--- src/rtl/tla_ram.sv ---
// Generic simple dual-port RAM with one write port and one registered read port.
module tla_ram #(
    parameter int WIDTH = 8,
    parameter int DEPTH = 16,
    localparam int AW = (DEPTH > 1) ? $clog2(DEPTH) : 1
) (
    input  logic             clk,
    input  logic             wr_en,
    input  logic [AW-1:0]    wr_addr,
    input  logic [WIDTH-1:0] wr_data,
    input  logic             rd_en,
    input  logic [AW-1:0]    rd_addr,
    output logic [WIDTH-1:0] rd_data
);

    logic [WIDTH-1:0] mem [DEPTH];
    logic [WIDTH-1:0] rd_data_reg;

    always_ff @(posedge clk)
    begin
        if (wr_en)
        begin
            mem[wr_addr] <= wr_data;
        end
        if (rd_en)
        begin
            rd_data_reg <= mem[rd_addr];
        end
    end

    assign rd_data = rd_data_reg;

endmodule

--- config.mk ---
export PLATFORM = sky130hd
export DESIGN_NAME = tla_ram
export DESIGN_NICKNAME = d
export VERILOG_FILES = /design/src/rtl/tla_ram.sv
export SDC_FILE = /design/constraint.sdc
export NUM_CORES = 1
export LEC_CHECK = 0
export BUFFER_PORTS_ARGS = -buffer_cell sky130_fd_sc_hd__buf_4
export CAP_MARGIN = 5
export CORE_MARGIN = 2
export CORE_UTILIZATION = 65
export CTS_CLUSTER_SIZE = 14
export DETAILED_ROUTE_END_ITERATION = 16
export PLACE_DENSITY = 0.87
export SYNTH_ARGS = -nofsm -noshare
export SYNTH_HDL_FRONTEND = slang
export SYNTH_SLANG_ARGS = --single-unit
--- constraint.sdc ---
create_clock -name clk -period 5.7 [get_ports clk]
set_clock_uncertainty 0.1 [all_clocks]
set_input_delay 1.14 -clock clk [delete_from_list [all_inputs] [get_ports clk]]
set_output_delay 1.14 -clock clk [all_outputs]
set_load 0.02 [all_outputs]
After elaboration in Yosys (flattened, before gate mapping)
Memories as Yosys holds them, arrays and structs flattened. A register that Yosys moved wholly into a read port is not among the register bits.
Cells that the tools add are included.

cells by class
  mux-type cells = 2

operators by type and width
  cell              count
  2-to-1 mux 1 bit  2

word-level totals
  flip-flop bits (word level) = 0
  bits in writable memories = 128
  input bits = 19
  output and inout port bits = 8
  word-level logic and storage cells = 3
  memories = 1

memories
  name  words  bits a word  read ports  clocked after Yosys merged registers in  write ports  line  RTL
  mem   16     8            1           1                                        1            16    logic [WIDTH-1:0] mem [DEPTH];

Depth between registers and ports, before layout
Gate-level depths: netlist of run 1.

  word-level depth = 2
  mapped depth = 5
  gate-level depth less buffers = 3

Worst setup path before layout of run 1
No wires, ideal clock.

  path kind = in2reg
  from = input wr_addr[2]
  to = memory mem[0][0], enable pin
  setup time = 0.383 ns
  arrival = 2.250 ns
  required time = 5.217 ns
  setup slack = 2.967 ns
  stages = 2
  path buffers = 0
  path through = or3b_2 -> nor3_1

RTL lines
  element          line  RTL
  start, declared  9     input logic [AW-1:0] wr_addr,
  end, declared    16

No word-level cell before the write port.

Worst setup path in the final report of run 1
  from = input wr_addr[2]
  to = memory mem[0][5], enable pin

No word-level cell before the write port.

==> impl_metrics.toml, run 1 <==
[run_status]
status = "complete, no violations"

[global_route]
gr-total-overflow = 0
grt_first_pass_wirelength_mm = 14.7
grtUsageTotal = 0.249
grt_pass1_vias = 2508
antenna_found_initial = 0
grt_max_degree = 33

[power]
swShare = 0.201
p_leak_nw = 2.03
power_density_nw_per_um2 = 378
p_seq_frac = 0.495
intPower_mw = 1.83
peakVddDrop_uv = 250
comb_power_share = 0.047
power_frac_clock = 0.458
power.switching_mw = 0.460

[final_layout]
drive_above_1_share = 0.276
final.fill_count = 389
diodes = 0
largest_reg_flops = 128
multi_input_area_um2 = 1060
finalNetCount = 286
post-route-util = 0.780
seq_area_um2 = 4080
syn2layout_area_growth_pct = 15.9

[setup_path]
path_delay_family = "simple AND/OR/NAND/NOR gates"
worst_setup_path_end_kind = "flop"
path_cells = "buf_4 > or3b_2 > nor3_1"
crit_buf_inv = 1
crit_fanout = 8
critPathKind = "primary input to flop"
cp_slowest_cell = "nor3_1"
arrival_ns = 2.61
max_stage_delay_ns = 0.84
worstSetupStartpointType = "primary input"
required_ns = 5.73

[clocking]
post_cts_buffers = 0
path_clk_slew_ns = 0.06
cts.sinks = 136
clk_latency_ns = 0.52
h-tree-depth = 4
clockBufferDepth = 2
cts_buffers = 17
ctsHoldBuffers = 0
clock-root-buffer = "clkbuf_8"
cts_tree = "yes"
ctsResizeCount = 0

[sta]
max_freq_mhz = 386
tightest_slew_ns = 1.08
drv_slew = 0
relSlewSlack = 0.275
grt_setup_unrepaired = "no"
setup_viol = 0
setup_tns_ns = 0
hold_viol_final = 0
fin_crit_sh = 0.454
period_needed_ns = 2.59

[logic_synthesis]
yosys_warnings = 0
synth_ff_type = "edfxtp_1"
synth_top_area_share = 0.781
yosysMostFrequentCell = "edfxtp_1"
avgSynthCellArea_um2 = 22.8
syn_area_um2 = 5230
synth_cell_types = 18
synth_edf_count = 136
synth_commonest_cells = "edfxtp_1, mux4_2, a22oi_1"
syn_inst = 229
synth-async-reset-ratio = 0
yosys.area.top_type = "edfxtp_1"
synth_area_leaders = "edfxtp_1, mux4_2, mux4_1"
syn_nets = 248
ys_seq_area_frac = 0.781
synth_seq_cells = 136

[detailed_routing]
num_vias = 2542
drt_first_pass_iters = 5
drc_errors = 0
drt-total-wl_mm = 9.84
ant_nets = 0
via_per_inst = 6.67
drtIter0Drc = 355
wl_per_cell_um = 25.8

[floorplan]
die_h_um = 93.7
row_count = 32
dieWidth_um = 93.7
fp.dieArea_um2 = 8780
initial_utilization = 0.673
pin_count = 27
design.core.area_um2 = 7770

[hold_path]
holdCritPathClass = "flop to flop"

[placed_design]
place_hpwl_mm = 5.64
port_buffers = 26
gp_congestion = 0.768

[job]
maxCapViolations = 0
per-stage QoR:
| step | instance area [um2] | instances | setup WS, ns | hold slack [ns] | power (mW) |
|---|---|---|---|---|---|
| 6_report | 6060 | 381 | 3.11 | 0.650 | 2.29 |
| 5_1_grt | 6060 | 381 | 3.02 | 0.675 | 2.35 |
| 4_1_cts | 6060 | 381 | 3.15 | 0.651 | 2.30 |
| 3_5_place_dp | 5490 | 350 | 2.59 | 0.640 | 1.26 |
| 3_3_place_gp | 5490 | 350 | 2.71 | 0.622 | 1.26 |
| 2_1_floorplan | 5230 | 229 | 2.97 | 0.605 | 1.22 |
worst reg2reg max path, stage by stage (launching register included):
cell,delay (ns)
edfxtp_1,0.36
mux4_2,0.48
a22oi_1,0.33
nand2_1,0.13
cell type report:
cell class | count | area share
sequential | 136 | 0.674
clock buffer | 17 | 0.0683
multi-input combinational | 83 | 0.174
tap | 102 | 0.0211
clock inverter | 14 | 0.0262
timing repair buffer | 29 | 0.0359
placed cells by master (no fill, tap or decap), drive strengths merged:
master	Yosys	routed
mux4	32	32
and2	1	1
or3b	1	1
bufinv	0	3
and2b	1	1
buf	7	29
nor2b	1	1
a22oi	16	16
clkbuf	0	17
nand3b	2	2
nand2	9	9
nor2	13	13
edfxtp	136	136
clkinvlp	0	2
nand2b	2	2
nor3	4	4
nand3	1	1
clkinv	0	9
worst paths after layout:
| path | depth (start not counted) | to | slack [ns] | startpoint |
|---|---|---|---|---|
| max reg2reg | 3 | rd_data[7] | 4.04 | mem[3][7] |
| min | 3 | rd_data[0] | 0.65 | mem[13][0] |
| max | 3 | mem[0][5] | 3.11 | wr_addr[2] |
| min reg2reg | 3 | rd_data[0] | 0.65 | mem[13][0] |
layer usage:
| metal | GRT usage | part of all wire | vias up |
|---|---|---|---|
| li1 | - | - | 1057 |
| met4 | 0.122 | 0.030 | 0 |
| met2 | 0.374 | 0.48 | 142 |
| met3 | 0.0562 | 0.080 | 25 |
| met5 | 0 | 0 | - |
| met1 | 0.356 | 0.41 | 1318 |
logic make-up after synthesis:
kind of cell | share of synthesized area
and+or+nand+nor | 0.0314
buffers and inverters | 0.0165
muxes | 0.148
AOI/OAI and AO/OA | 0.0230
DFF | 0.781
power groups by stage:
stage	clock network, mW	registers, mW	logic, mW
after floorplan	0	1.16	0.0569
after global placement	0	1.15	0.104
after detailed placement	0	1.15	0.107
after CTS	1.06	1.13	0.109
after global routing	1.10	1.13	0.116
final	1.05	1.13	0.108
No activity file was read; power rests on OpenSTA's default activity.
==> run 2, diff against run 1 <==
--- a/config.mk
+++ b/config.mk
@@ -8,10 +8,10 @@
 export BUFFER_PORTS_ARGS = -buffer_cell sky130_fd_sc_hd__buf_4
 export CAP_MARGIN = 5
 export CORE_MARGIN = 2
-export CORE_UTILIZATION = 65
+export CORE_UTILIZATION = 54
 export CTS_CLUSTER_SIZE = 14
 export DETAILED_ROUTE_END_ITERATION = 16
-export PLACE_DENSITY = 0.87
+export PLACE_DENSITY = 0.77
 export SYNTH_ARGS = -nofsm -noshare
 export SYNTH_HDL_FRONTEND = slang
 export SYNTH_SLANG_ARGS = --single-unit
==> constraint.sdc (replaced) <==
create_clock -name clk -period 2.3 [get_ports clk]
set_clock_uncertainty 0.1 [all_clocks]
set_input_delay 0.46 -clock clk [delete_from_list [all_inputs] [get_ports clk]]
set_output_delay 0.46 -clock clk [all_outputs]
set_load 0.02 [all_outputs]
==> run 2 against run 1 <==
First-iteration DRC count decreased by 58%. Largest power group unchanged. Highest routed layer unchanged. Hold slack got worse by 0.51 ns. Cell count rose by 12%. Largest cell class unchanged.
==> impl_metrics.toml, run 2 (synthesis results as in run 1) <==
[run_status]
status = "complete, no violations"

[sta]
max_freq_mhz = 593
setup_ws_ns = 0.614
relSlewSlack = 0.729
setup_tns_ns = 0
period_needed_ns = 1.69
hold_viol_final = 0
grt_setup_unrepaired = "no"
drv_slew = 0
fin_crit_sh = 0.733
setup_viol = 0
tightest_slew_ns = 0.406

[setup_path]
arrival_ns = 1.13
worst_setup_path_end_kind = "output port"
path_cells = "buf_4"
required_ns = 1.74
crit_fanout = 1
max_stage_delay_ns = 0.42
crit_buf_inv = 1
path_delay_family = "flip-flops"
cp_slowest_cell = "edfxtp_1"
worstSetupStartpointType = "flop"
critPathKind = "flop to output port"

[final_layout]
fin_area_um2 = 6270
final_cell_mix = "edfxtp_1, buf_4, mux4_2, a22oi_1, clkbuf_16"
fin_cells = 425
largest_reg_flops = 128
syn2layout_area_growth_pct = 20.0
finalNetCount = 304
drive_above_1_share = 0.321
diodes = 0
layout_commonest_cell = "edfxtp_1"

[placed_design]
place_ws_ns = 0.225
gp_congestion = 0.726
port_buffers = 26
dpl.cell_count = 395
place_hpwl_mm = 6.34
placed_area_um2 = 5680

[global_route]
grt_first_pass_wirelength_mm = 15.4
antenna_found_initial = 0
gr-total-overflow = 0
grt_pass1_vias = 2621
grt_max_degree = 28
grtUsageTotal = 0.218

[detailed_routing]
drt-total-wl_mm = 10.1
wl_met1_mm = 4.18
drtIter0Drc = 149
top_layer = "met4"
wl_met2_mm = 5.11
ant_nets = 0
wl_per_cell_um = 23.8
drc_errors = 0
met3_length_um = 641
drt_first_pass_iters = 4
num_vias = 2481
via_per_inst = 5.84

[clocking]
clk_latency_ns = 0.52
cts_buffers = 17
ctsHoldBuffers = 0
clockBufferDepth = 2
path_clk_slew_ns = 0.06
ctsResizeCount = 0
post_cts_buffers = 0
h-tree-depth = 4
cts.sinks = 136
clock-root-buffer = "clkbuf_8"
cts_tree = "yes"

[power]
p_leak_nw = 2.14
power_density_nw_per_um2 = 929
peakVddDrop_uv = 412

[floorplan]
pin_count = 27
initial_utilization = 0.560
fp.dieArea_um2 = 10500
die_h_um = 102
row_count = 35
dieWidth_um = 102
design.core.area_um2 = 9330

[hold_path]
holdCritPathClass = "primary input to flop"

[job]
maxCapViolations = 0
==> run 2: cell types whose count changed in the layout (fill, tap and decap cells not counted) <==
cell / before / now
buf_4: 29 / 45
buf_12: 0 / 2
bufinv_16: 3 / 4
clkinv_1: 2 / 1
clkinv_2: 4 / 3
clkinv_4: 3 / 2
inv_6: 0 / 1
==> run 2: final cells by class <==
| cell class | instances | area (um2) |
|---|---|---|
| multi-input combinational | 83 | 1060 |
| sequential | 136 | 4080 |
| timing repair buffer | 47 | 378 |
| fill | 591 | 3050 |
| tap | 129 | 161 |
| clock inverter | 13 | 180 |
| clock buffer | 17 | 414 |
==> run 2: per-layer routing <==
layer / vias up / track usage
li1: 1093 / -
met1: 1278 / 0.309
met2: 94 / 0.337
met3: 16 / 0.0472
met4: 0 / 0.0882
met5: - / 0
==> run 2: metrics by stage <==
step | hold WS [ns] | util | power [mW]
6_report | 0.140 | 0.673 | 5.83
5_1_grt | 0.140 | 0.673 | 5.99
4_1_cts | 0.124 | 0.673 | 5.87
3_5_place_dp | 0.643 | 0.609 | 3.15
3_3_place_gp | 0.633 | 0.609 | 3.14
2_1_floorplan | 0.459 | - | 3.01
==> run 2: final timing paths <==
kind,slack [ns],startpoint,cells past startpoint,endpoint
max reg2reg,0.73,mem[9][5],3,rd_data[5]
min,0.14,wr_data[3],1,mem[13][3]
max,0.61,rd_data[6],1,rd_data[6]
min reg2reg,0.66,mem[13][4],3,rd_data[4]
==> run 2: power by group <==
| part | total (mW) | leakage, nW | internal (mW) | switching [mW] |
|---|---|---|---|---|
| registers | 2.81 | 1.24 | 2.79 | 0.0162 |
| logic | 0.284 | 0.615 | 0.127 | 0.156 |
| clock network | 2.74 | 0.287 | 1.74 | 0.996 |
